==> config.mk <==
export PLATFORM = sky130hd
export DESIGN_NAME = priority_ready_queue_insert
export DESIGN_NICKNAME = d
export VERILOG_FILES = /design/src/sv/prq_pkg.sv /design/src/sv/priority_ready_queue_insert.sv /design/src/sv/prq_ram.sv /design/src/sv/prq_walker.sv
export SDC_FILE = /design/constraint.sdc
export NUM_CORES = 1
export LEC_CHECK = 0
export ABC_CLOCK_PERIOD_IN_PS = 4300
export BUFFER_PORTS_ARGS = -buffer_cell sky130_fd_sc_hd__buf_2
export CORE_ASPECT_RATIO = 0.8
export CORE_UTILIZATION = 50
export DETAILED_ROUTE_END_ITERATION = 12
export GPL_ROUTABILITY_DRIVEN = 1
export PLACE_DENSITY = 0.66
export SYNTH_ARGS = -nofsm -noshare
export SYNTH_HDL_FRONTEND = slang
export SYNTH_SLANG_ARGS = --single-unit
==> constraint.sdc <==
create_clock -name clk -period 4.3 [get_ports clk]
set_clock_uncertainty 0.1 [all_clocks]
set_input_delay 0.43 -clock clk [delete_from_list [all_inputs] [get_ports clk]]
set_output_delay 0.43 -clock clk [all_outputs]
set_load 0.05 [all_outputs]
==> src/sv/prq_pkg.sv <==
`timescale 1ns / 1ps
`default_nettype none
// ----------------------------------------------------------------------------
// prq_pkg
// Shared constants and types for the priority ready queue insert block.
// ----------------------------------------------------------------------------
package prq_pkg;

    // Port field widths, fixed by the item layout
    localparam int TASK_W    = 4;
    localparam int IN_PRIO_W = 8;
    localparam int S_TDATA_W = 16;   // task_id + task_prio, padded to bytes
    localparam int M_TDATA_W = 16;   // result fields, padded to bytes

    // Defaults for the top-level parameters
    localparam int NUM_TASKS_DEF  = 16;
    localparam int PRIO_WIDTH_DEF = 8;

    // Result item, lowest field in the lowest bits
    typedef struct packed {
        logic [TASK_W-1:0] succ_task;
        logic              succ_valid;
        logic [TASK_W-1:0] pred_task;
        logic              pred_valid;
        logic [TASK_W-1:0] head_task;
    } res_t;

endpackage

`default_nettype wire

==> src/sv/priority_ready_queue_insert.sv <==
`timescale 1ns / 1ps
`default_nettype none
// ----------------------------------------------------------------------------
// priority_ready_queue_insert
// Inserts tasks into a priority-ordered linked-list ready queue.
// ----------------------------------------------------------------------------
// Usage:
//   s_* carries one insert request per item: task number and its priority.
//   m_* returns one result item per request: the queue head after the
//   insert and the new task's predecessor and successor (with valid flags).
//   The list is ordered by descending priority; equal priorities keep
//   arrival order. The caller must never insert a task already queued.
// Timing:
//   The walk reads one list entry per cycle from the link/priority RAM. An
//   insert walks past queued entries of equal or higher priority, links the
//   predecessor to it (or makes it head), writes its entry, then hands the
//   result to m_*; an empty queue skips the walk. A task number out of range
//   changes nothing and goes straight to the result. s_tready is low for the
//   whole insert and rises in the cycle after the result is handed to m_*.
// Reset:
//   Asynchronous, active low. Empties the queue (head = nil); the RAM
//   contents are not cleared and are only read after being written.
// Stall:
//   The result sits in an output register; the next request is accepted
//   while it waits. A second finished result waits in the sequencer until
//   m_tready frees the output register.
// ----------------------------------------------------------------------------
module priority_ready_queue_insert #(
    parameter int NUM_TASKS  = prq_pkg::NUM_TASKS_DEF,
    parameter int PRIO_WIDTH = prq_pkg::PRIO_WIDTH_DEF
) (
    input  wire logic                          clk,
    input  wire logic                          rst_n,
    input  wire logic                          s_tvalid,
    output logic                               s_tready,
    // [3:0] task_id, [11:4] task_prio, [15:12] zero
    input  wire logic [prq_pkg::S_TDATA_W-1:0] s_tdata,
    output logic                               m_tvalid,
    input  wire logic                          m_tready,
    // [3:0] head_task, [4] pred_valid, [8:5] pred_task, [9] succ_valid,
    // [13:10] succ_task, [15:14] zero
    output logic      [prq_pkg::M_TDATA_W-1:0] m_tdata
);

    localparam int RES_W = $bits(prq_pkg::res_t);

    logic                         res_valid;
    logic                         res_ready;
    prq_pkg::res_t                res;
    logic                         m_tvalid_reg, m_tvalid_next;
    logic [prq_pkg::M_TDATA_W-1:0] m_tdata_reg, m_tdata_next;

    prq_walker #(
        .NUM_TASKS  (NUM_TASKS),
        .PRIO_WIDTH (PRIO_WIDTH)
    ) u_walker (
        .clk       (clk),
        .rst_n     (rst_n),
        .in_valid  (s_tvalid),
        .in_ready  (s_tready),
        .in_tid    (s_tdata[prq_pkg::TASK_W-1:0]),
        .in_prio   (s_tdata[prq_pkg::TASK_W +: prq_pkg::IN_PRIO_W]),
        .res_valid (res_valid),
        .res_ready (res_ready),
        .res       (res)
    );

    // Output register: free when empty or being drained this cycle
    assign res_ready = !m_tvalid_reg || m_tready;

    always_comb
    begin
        m_tvalid_next = m_tvalid_reg;
        m_tdata_next  = m_tdata_reg;
        if (res_valid && res_ready)
        begin
            m_tvalid_next = 1'b1;
            m_tdata_next  = prq_pkg::M_TDATA_W'(res);
        end
        else if (m_tready)
        begin
            m_tvalid_next = 1'b0;
        end
    end

    always_ff @(posedge clk or negedge rst_n)
    begin
        if (!rst_n)
        begin
            m_tvalid_reg <= 1'b0;
        end
        else
        begin
            m_tvalid_reg <= m_tvalid_next;
        end
    end

    always_ff @(posedge clk)
    begin
        m_tdata_reg <= m_tdata_next;
    end

    assign m_tvalid = m_tvalid_reg;
    assign m_tdata  = m_tdata_reg;

    // An accepted request keeps the input closed while it is worked on
    assert property (@(posedge clk) disable iff (!rst_n)
        s_tvalid && s_tready |=> !s_tready)
        else $error("input accepted twice in a row");

    // A pending result and an open input never coexist
    assert property (@(posedge clk) disable iff (!rst_n)
        res_valid |-> !s_tready)
        else $error("input open while result pending");

    // A handed-off result shows up unchanged on the output
    assert property (@(posedge clk) disable iff (!rst_n)
        res_valid && res_ready |=> m_tvalid && (m_tdata[RES_W-1:0] == $past(res)))
        else $error("result lost in output register");

endmodule

`default_nettype wire

==> src/sv/prq_ram.sv <==
`timescale 1ns / 1ps
`default_nettype none
// ----------------------------------------------------------------------------
// prq_ram
// Generic simple dual-port RAM: one write port, one registered read port.
// ----------------------------------------------------------------------------
module prq_ram #(
    parameter int WIDTH = 8,
    parameter int DEPTH = 16
) (
    input  wire logic                     clk,
    input  wire logic                     we,
    input  wire logic [$clog2(DEPTH)-1:0] waddr,
    input  wire logic [WIDTH-1:0]         wdata,
    input  wire logic [$clog2(DEPTH)-1:0] raddr,
    output logic      [WIDTH-1:0]         rdata
);

    logic [WIDTH-1:0] mem [DEPTH];

    always_ff @(posedge clk)
    begin
        if (we)
        begin
            mem[waddr] <= wdata;
        end
        rdata <= mem[raddr];
    end

endmodule

`default_nettype wire

==> src/sv/prq_walker.sv <==
`timescale 1ns / 1ps
`default_nettype none
// ----------------------------------------------------------------------------
// prq_walker
// Sequencer that walks the linked list one entry per cycle and links in the
// new task with a table write of its own entry, plus one of its predecessor's link if it has one.
// ----------------------------------------------------------------------------
module prq_walker #(
    parameter int NUM_TASKS  = prq_pkg::NUM_TASKS_DEF,
    parameter int PRIO_WIDTH = prq_pkg::PRIO_WIDTH_DEF
) (
    input  wire logic                         clk,
    input  wire logic                         rst_n,
    input  wire logic                         in_valid,
    output logic                              in_ready,
    input  wire logic [prq_pkg::TASK_W-1:0]    in_tid,
    input  wire logic [prq_pkg::IN_PRIO_W-1:0] in_prio,
    output logic                              res_valid,
    input  wire logic                         res_ready,
    output prq_pkg::res_t                     res
);

    localparam int AW = $clog2(NUM_TASKS);       // table index
    localparam int LW = $clog2(NUM_TASKS + 1);   // link, includes nil
    localparam int SW = $clog2(NUM_TASKS + 1);   // step count
    localparam int EW = LW + PRIO_WIDTH;         // entry: {prio, link}
    localparam logic [LW-1:0] NIL = LW'(NUM_TASKS);

    typedef enum logic [4:0] {
        ST_IDLE      = 5'b00001,
        ST_WALK      = 5'b00010,
        ST_LINK_PRED = 5'b00100,
        ST_LINK_NEW  = 5'b01000,
        ST_DONE      = 5'b10000
    } state_t;

    state_t                      state_reg, state_next;
    logic [prq_pkg::TASK_W-1:0]  tid_reg, tid_next;
    logic [PRIO_WIDTH-1:0]       prio_reg, prio_next;
    logic [LW-1:0]               head_reg, head_next;
    logic [LW-1:0]               cur_reg, cur_next;
    logic [LW-1:0]               prev_reg, prev_next;
    logic                        prev_ok_reg, prev_ok_next;
    logic [PRIO_WIDTH-1:0]       prev_prio_reg, prev_prio_next;
    logic [SW-1:0]               steps_reg, steps_next;

    logic                        ram_we;
    logic [AW-1:0]               ram_waddr;
    logic [EW-1:0]               ram_wdata;
    logic [AW-1:0]               ram_raddr;
    logic [EW-1:0]               ram_rdata;

    logic [LW-1:0]               link_in;
    logic [PRIO_WIDTH-1:0]       prio_in;
    logic                        link_ok;
    logic                        go_on;
    logic                        tid_in_range;

    prq_ram #(
        .WIDTH (EW),
        .DEPTH (NUM_TASKS)
    ) u_ram (
        .clk   (clk),
        .we    (ram_we),
        .waddr (ram_waddr),
        .wdata (ram_wdata),
        .raddr (ram_raddr),
        .rdata (ram_rdata)
    );

    // Compare unit: one entry of the walk per cycle
    assign link_in      = ram_rdata[LW-1:0];
    assign prio_in      = ram_rdata[EW-1:LW];
    assign link_ok      = (link_in < NIL);
    assign go_on        = (steps_reg < SW'(NUM_TASKS)) && (prio_reg <= prio_in);
    assign tid_in_range = (9'(in_tid) < 9'(NUM_TASKS));

    assign in_ready  = (state_reg == ST_IDLE);
    assign res_valid = (state_reg == ST_DONE);

    // Read address: followed link while walking, head in every other state
    always_comb
    begin
        if (state_reg == ST_WALK)
        begin
            ram_raddr = link_in[AW-1:0];
        end
        else
        begin
            ram_raddr = head_reg[AW-1:0];
        end
    end

    always_comb
    begin
        res.head_task  = (head_reg == NIL) ? '0 : prq_pkg::TASK_W'(head_reg);
        res.pred_valid = prev_ok_reg;
        res.pred_task  = prev_ok_reg ? prq_pkg::TASK_W'(prev_reg) : '0;
        res.succ_valid = (cur_reg != NIL);
        res.succ_task  = (cur_reg != NIL) ? prq_pkg::TASK_W'(cur_reg) : '0;
    end

    always_comb
    begin
        state_next     = state_reg;
        tid_next       = tid_reg;
        prio_next      = prio_reg;
        head_next      = head_reg;
        cur_next       = cur_reg;
        prev_next      = prev_reg;
        prev_ok_next   = prev_ok_reg;
        prev_prio_next = prev_prio_reg;
        steps_next     = steps_reg;
        ram_we         = 1'b0;
        ram_waddr      = prev_reg[AW-1:0];
        ram_wdata      = {prev_prio_reg, LW'(tid_reg)};

        case (state_reg)
            ST_IDLE:
            begin
                if (in_valid)
                begin
                    tid_next     = in_tid;
                    prio_next    = PRIO_WIDTH'(in_prio);
                    steps_next   = '0;
                    prev_ok_next = 1'b0;
                    cur_next     = NIL;
                    if (!tid_in_range)
                    begin
                        state_next = ST_DONE;
                    end
                    else if (head_reg != NIL)
                    begin
                        cur_next   = head_reg;
                        state_next = ST_WALK;
                    end
                    else
                    begin
                        state_next = ST_LINK_PRED;
                    end
                end
            end
            ST_WALK:
            begin
                if (go_on)
                begin
                    prev_next      = cur_reg;
                    prev_ok_next   = 1'b1;
                    prev_prio_next = prio_in;
                    steps_next     = steps_reg + 1'b1;
                    cur_next       = link_ok ? link_in : NIL;
                    if (!link_ok)
                    begin
                        state_next = ST_LINK_PRED;
                    end
                end
                else
                begin
                    state_next = ST_LINK_PRED;
                end
            end
            ST_LINK_PRED:
            begin
                // predecessor points at the new task, or it becomes head
                if (prev_ok_reg)
                begin
                    ram_we = 1'b1;
                end
                else
                begin
                    head_next = LW'(tid_reg);
                end
                state_next = ST_LINK_NEW;
            end
            ST_LINK_NEW:
            begin
                ram_we     = 1'b1;
                ram_waddr  = AW'(tid_reg);
                ram_wdata  = {prio_reg, cur_reg};
                state_next = ST_DONE;
            end
            ST_DONE:
            begin
                if (res_ready)
                begin
                    state_next = ST_IDLE;
                end
            end
            default:
            begin
                state_next = ST_IDLE;
            end
        endcase
    end

    always_ff @(posedge clk or negedge rst_n)
    begin
        if (!rst_n)
        begin
            state_reg <= ST_IDLE;
            head_reg  <= NIL;
        end
        else
        begin
            state_reg <= state_next;
            head_reg  <= head_next;
        end
    end

    always_ff @(posedge clk)
    begin
        tid_reg       <= tid_next;
        prio_reg      <= prio_next;
        cur_reg       <= cur_next;
        prev_reg      <= prev_next;
        prev_ok_reg   <= prev_ok_next;
        prev_prio_reg <= prev_prio_next;
        steps_reg     <= steps_next;
    end

endmodule

`default_nettype wire
## After elaboration in Yosys (flattened, before gate mapping)

Memories as Yosys holds them, arrays and structs flattened. A register that Yosys moved wholly into a read port is not among the register bits.
Index checks and enable logic that the tools add are counted.

- Bits in registers: 60
- Memory bits (writable): 208
- Bits of input ports: 20
- Logic and storage cells: 69
- Memories kept: 1

Memory list:

| name | words | bits a word | rd ports | clocked after memory_dff | write ports | RTL line | text |
|---|---|---|---|---|---|---|---|
| u_walker.u_ram.mem | 16 | 13 | 1 | 1 | 1 | prq_ram.sv:19 | `logic [WIDTH-1:0] mem [DEPTH];` |

- $add $sub $neg: 1
- Magnitude comparators: 3
- Eq/ne operators: 12
- Muxes and demuxes: 26
- Bitwise operators: 1
- Reductions and logical operators: 11

Operator list:

| cell | count |
|---|---|
| two-way mux 5 bit | 10 |
| case mux 5 bit (5 select lines) | 1 |
| case mux 5 bit (2 select lines) | 2 |
| two-way mux 13 bit | 1 |
| == test 5 bit, second input constant | 2 |
| < comparator 5 bit, second input constant | 2 |
| inequality test 5 bit, second input constant | 2 |
| <= comparator 8 bit | 1 |
| two-way mux 4 bit | 2 |
| two-way mux 1 bit | 7 |
| AND reduction 2 bit | 3 |
| AND reduction 3 bit | 2 |
| adder 5 x 1 -> 5 bit, second input constant | 1 |
| == test 5 x 1 -> 1 bit, second input constant | 1 |
| == test 5 x 2 -> 1 bit, second input constant | 1 |
| == test 5 x 3 -> 1 bit, second input constant | 1 |
| == test 5 x 4 -> 1 bit, second input constant | 1 |
| inequality test 2 x 1 -> 1 bit, second input constant | 2 |
| case mux 1 bit (2 select lines) | 2 |
| nonzero test 2 bit | 2 |
| two-way mux 3 bit | 1 |
| inequality test 3 bit, second input constant | 1 |
| logical AND 1 bit | 2 |
| inequality test 2 bit, second input constant | 1 |
| 3 further kinds | 3 |

## Longest topological paths before layout

- Word-level depth: 4
- Gate-level depth with buffers: 10

## Modules after synthesis

From an unflattened synthesis, not the netlist that was laid out.

- Cell total of the unflattened synthesis: 557
- Area total of the unflattened synthesis: 10,948.0 µm²

By module, submodules not included:

| module | times used | cells an instance | area each (µm²) | sequential area each (µm²) |
|---|---|---|---|---|
| prq_ram | 1 | 355 | 8,242.9 | 6,506.2 |
| prq_walker | 1 | 181 | 2,212.1 | 1,303.8 |
| priority_ready_queue_insert | 1 | 21 | 493.0 | 445.4 |

## Worst setup path after synthesis

Ideal clock, no wire load.

- Kind: flip-flop to flip-flop
- Start: reg u_walker.state_reg[4]
- End: reg u_walker.cur_reg[0], enable pin
- Library setup time: 0.397 ns
- Arrival: 2.730 ns
- Data required time: 3.803 ns
- Slack: 1.073 ns
- Stages on the path, launching flop included: 8
- Period minus slack after synthesis: 3.227 ns
- Cells stage by stage: dfrtp_1 nor4_2 nand2_1 buf_2 buf_2 clkbuf_1 buf_1 o31ai_1

- Cells in the longest elaborated chain, start to end: 3
- Elaborated cells on any way between the ends: 6

RTL lines:

| what | RTL line | text |
|---|---|---|
| start: declaration | prq_walker.sv:37 | `state_t state_reg, state_next;` |
| start signal: assignment | prq_walker.sv:205 | `state_reg <= state_next;` |
| == test 5 x 2 -> 1 bit or == test 5 x 1 -> 1 bit (tied branches) | prq_walker.sv:118 | `case (state_reg)` |
| inequality test 2 x 1 -> 1 bit (no line) (tied with other cells) | - |  |
| AND reduction 3 bit (no line) * | - |  |
| end signal: assignment | prq_walker.sv:214 | `cur_reg <= cur_next;` |
| end: declaration | prq_walker.sv:41 | `logic [LW-1:0] cur_reg, cur_next;` |

Mark *: on every way between the ends. The rest lies on a longest branch, timed or not.
A chain may end at the register's enable or synchronous reset.

## Worst setup path after layout

- Start: reg u_walker.state_reg[4]
- End: reg u_walker.u_ram.rdata[10] (read register of u_walker.u_ram.mem)

- Cells in the longest elaborated chain, start to end: 2

RTL lines:

| what | RTL line | text |
|---|---|---|
| == test 5 x 2 -> 1 bit | prq_walker.sv:84 | `if (state_reg == ST_WALK)` |
| two-way mux 4 bit | prq_walker.sv:84 |  |
| end: declaration | prq_ram.sv:16 | `output logic [WIDTH-1:0] rdata` |

No other way between the ends.

==> flow_summary.yaml <==
setup_path:
  arrival_ns: 3.54
  crit_chain: "nor4_2, a21oi_2, nor2_2, buf_4, nand2_1, a311oi_1, a211o_1"
  cp.required_ns: 4.69
  reg2reg_depth: 7
  path_class: "reg2reg"
  end_kind: "register"
  critPathMaxFanout: 21
  worstSetupStartpointType: "register"
  crit_slowest_cell: "nor2_2"
  slowest_delay_ns: 0.75
logic_synthesis:
  synth_top_area_share_pct: 62.37
  yosys.cell_types.count: 69
  yosysWarningCount: 0
  synth_top_family_by_area: "compound AO/OA/AOI/OAI gates"
  synth_fa_ha_area_share_pct: 0.9100
  synthSimpleGateAreaFrac_pct: 10.51
  synth_area_um2: 12370
  syn_avg_cell_area_um2: 13.15
  seq_area_frac_synth_pct: 66.71
  synthXorXnorAreaFrac_pct: 0.2123
  ys_top_cells_by_area: "edfxtp_1 62%, a211oi_1 2.7%, nand2_1 2.5%"
  synth_compound_area_share_pct: 14.75
  synth_edf_count: 257
  postSynth.asyncResetShare_pct: 3.915
  synth.area.mux_share_pct: 3.660
  ys_ff_latch: 281
  synth-main-ff-cell: "edfxtp_1"
  synthCells: 941
  synth.largest_area_cell: "edfxtp_1"
min_path:
  min_path_cells: 3
  hold_path.class: "in2reg"
clock_network:
  cts_tree: "built"
  cts_root_buffer: "clkbuf_16"
  htree_levels: 1
  cts.clk_slew.worst_paths_ns: 0.06
  clock-sinks: 281
  clk-insertion-delay-late_ns: 0.55
  cts_inserted_buffers: 28
  ctsResizeCount: 0
  cts_buffer_depth: 3
floorplan:
  coreArea_um2: 24310
  die_h_um: 142.7
  die-area_um2: 25390
  io_pins: 38
  fp.dieW_um: 177.9
  initial_utilization_pct: 50.90
  num_rows: 51
route:
  drc: 0
  viasPerCell: 6.405
  ant_nets: 0
  wl_per_cell_um: 24.30
  drt-total-wl_um: 32130
  vias: 8468
  drt-initial-drc-count: 1037
  drt-pass1-iter-count: 6
final_layout:
  drive_above_1_share_pct: 15.64
  num_antenna_cells: 0
  layout_commonest_cell: "edfxtp_1"
  fin_nets: 1011
  syn_to_final_growth_pct: 14.42
  instances_no_fill: 1322
  largest_reg_flops: 208
  mostFrequentLayoutCells: "257 x edfxtp_1, 81 x nand2_1, 45 x nor2_1"
power_and_ir_drop:
  ir_drop_mv: 0.4892
  power.density_nw_per_um2: 663.0
  leakage_uw: 0.004849
grt:
  track_usage_pct: 25.79
  grt_pass1_vias: 7967
  overflow: 0
  grt_max_degree: 39
  grt_antenna_before_repair: 0
  grt_pass1_wl_um: 48310
placed_design:
  dpl.cell_count: 1256
  port_buffers: 31
  routabilityCongestion: 0.8980
  hpwl_um: 20430
sta:
  max_freq_mhz: 317.9
  tightest_slew_ns: 1.179
  setup_tns_ns: 0
  period_minus_slack_ns: 3.146
  hold_viol_final: 0
  rsz0062_at_grt: "false"
  relSlewSlack_pct: 21.24
  setup_violations: 0
  fin_crit_sh_pct: 73.15
  drv_slew: 0
run:
  maxCapViolCount: 0
status:
  outcome: "complete, no violations"
==> worst max-delay path, delay by kind of cell (launching register included) <==
kind / cells / cell delay (ns)
AOI/OAI and AO/OA: 3 / 0.72
and+or+nand+nor: 3 / 1.44
DFF: 1 / 0.42
buffers and inverters: 1 / 0.40
==> per-layer routing <==
metal	share of wire, %	GRT usage [%]	vias to the layer above
li1	-	-	3785
met1	42	36.68	4149
met2	45	39.03	464
met3	10	5.272	70
met4	3.4	9.627	0
met5	0	0	-
==> metrics by stage <==
step           instance area [µm²]  worst slack, ns  power (µW)  hold WS, ns  util [%]
3_3_place_gp                 12950            1.220        6573       0.2174     53.28
2_1_floorplan                12380            1.073        5583      0.03441         -
4_1_cts                      14160            1.078        9399      0.09284     58.24
6_report                     14160            1.154        9387       0.1071     58.24
3_5_place_dp                 12950            1.114        6632       0.2182     53.28
5_1_grt                      14160           0.9342        9786       0.1370     58.24
==> kinds of logic after synthesis <==
| kind of cell | after synthesis |
|---|---|
| DFF | 281 |
| buffers and inverters | 92 |
| adders and majority gates | 9 |
| xor gates and xnor gates | 3 |
| and+or+nand+nor | 261 |
| muxes | 43 |
| other | 1 |
| AOI/OAI and AO/OA | 251 |
==> cells in the mapped netlist (all sizes together) (4+ instances only) <==
cell type  count
a221oi         8
and3          16
a311oi        12
inv           18
nor2b         10
nor3b         19
a21oi         39
edfxtp       257
o31a           7
a31oi         21
o221ai         9
a211oi        48
o31ai          4
a211o         11
nand2         83
dfxtp         13
clkbuf        43
ha             9
o21ai         25
buf           31
o22ai         17
and2           9
dfrtp          9
mux2i         25
a2111oi        7
nand3         12
o311ai        16
or3            7
mux2          18
nor2          46
nor3          40
nand3b         6
==> cell type report <==
class | count | area [µm²]
Fill cell | 1908 | 10150
Sequential cell | 281 | 8255
Multi-Input combinational cell | 569 | 3747
Clock buffer | 36 | 790.8
Timing Repair Buffer | 84 | 625.6
Tap cell | 318 | 397.9
Clock inverter | 16 | 274.0
Inverter | 18 | 67.56
==> what timing repair did <==
item	in CTS	in global routing
hold buffers	14	0
setup buffers	0	0
endpoints found under the hold margin	24	0
==> final timing paths <==
| kind | endpoint | slack, ns | start |
|---|---|---|---|
| setup / recovery | u_walker.u_ram.rdata[10]$_DFF_P_ | 1.15 | u_walker.state_reg[4]$_DFFE_PN0P_ |
| hold / removal | m_tvalid$_DFFE_PN0P_ | 0.11 | m_tready |
| setup reg to reg | u_walker.u_ram.rdata[10]$_DFF_P_ | 1.15 | u_walker.state_reg[4]$_DFFE_PN0P_ |
| hold reg to reg | u_walker.prev_prio_reg[7]$_DFFE_PP_ | 0.35 | u_walker.u_ram.rdata[12]$_DFF_P_ |
| max in group asynchronous | u_walker.head_reg[4]$_DFFE_PN1P_ | 3.64 | rst_n |
| min in group asynchronous | m_tvalid$_DFFE_PN0P_ | 0.19 | rst_n |
==> report_power, final <==
part	internal (µW)	leakage, µW	switching, µW	total (µW)
clock network	1720	0.000518	1030	2750
logic	1020	0.00172	1980	3010
registers	3320	0.00261	304	3630
total	6070	0.00485	3320	9390
No activity file was read; power rests on OpenSTA's default activity.
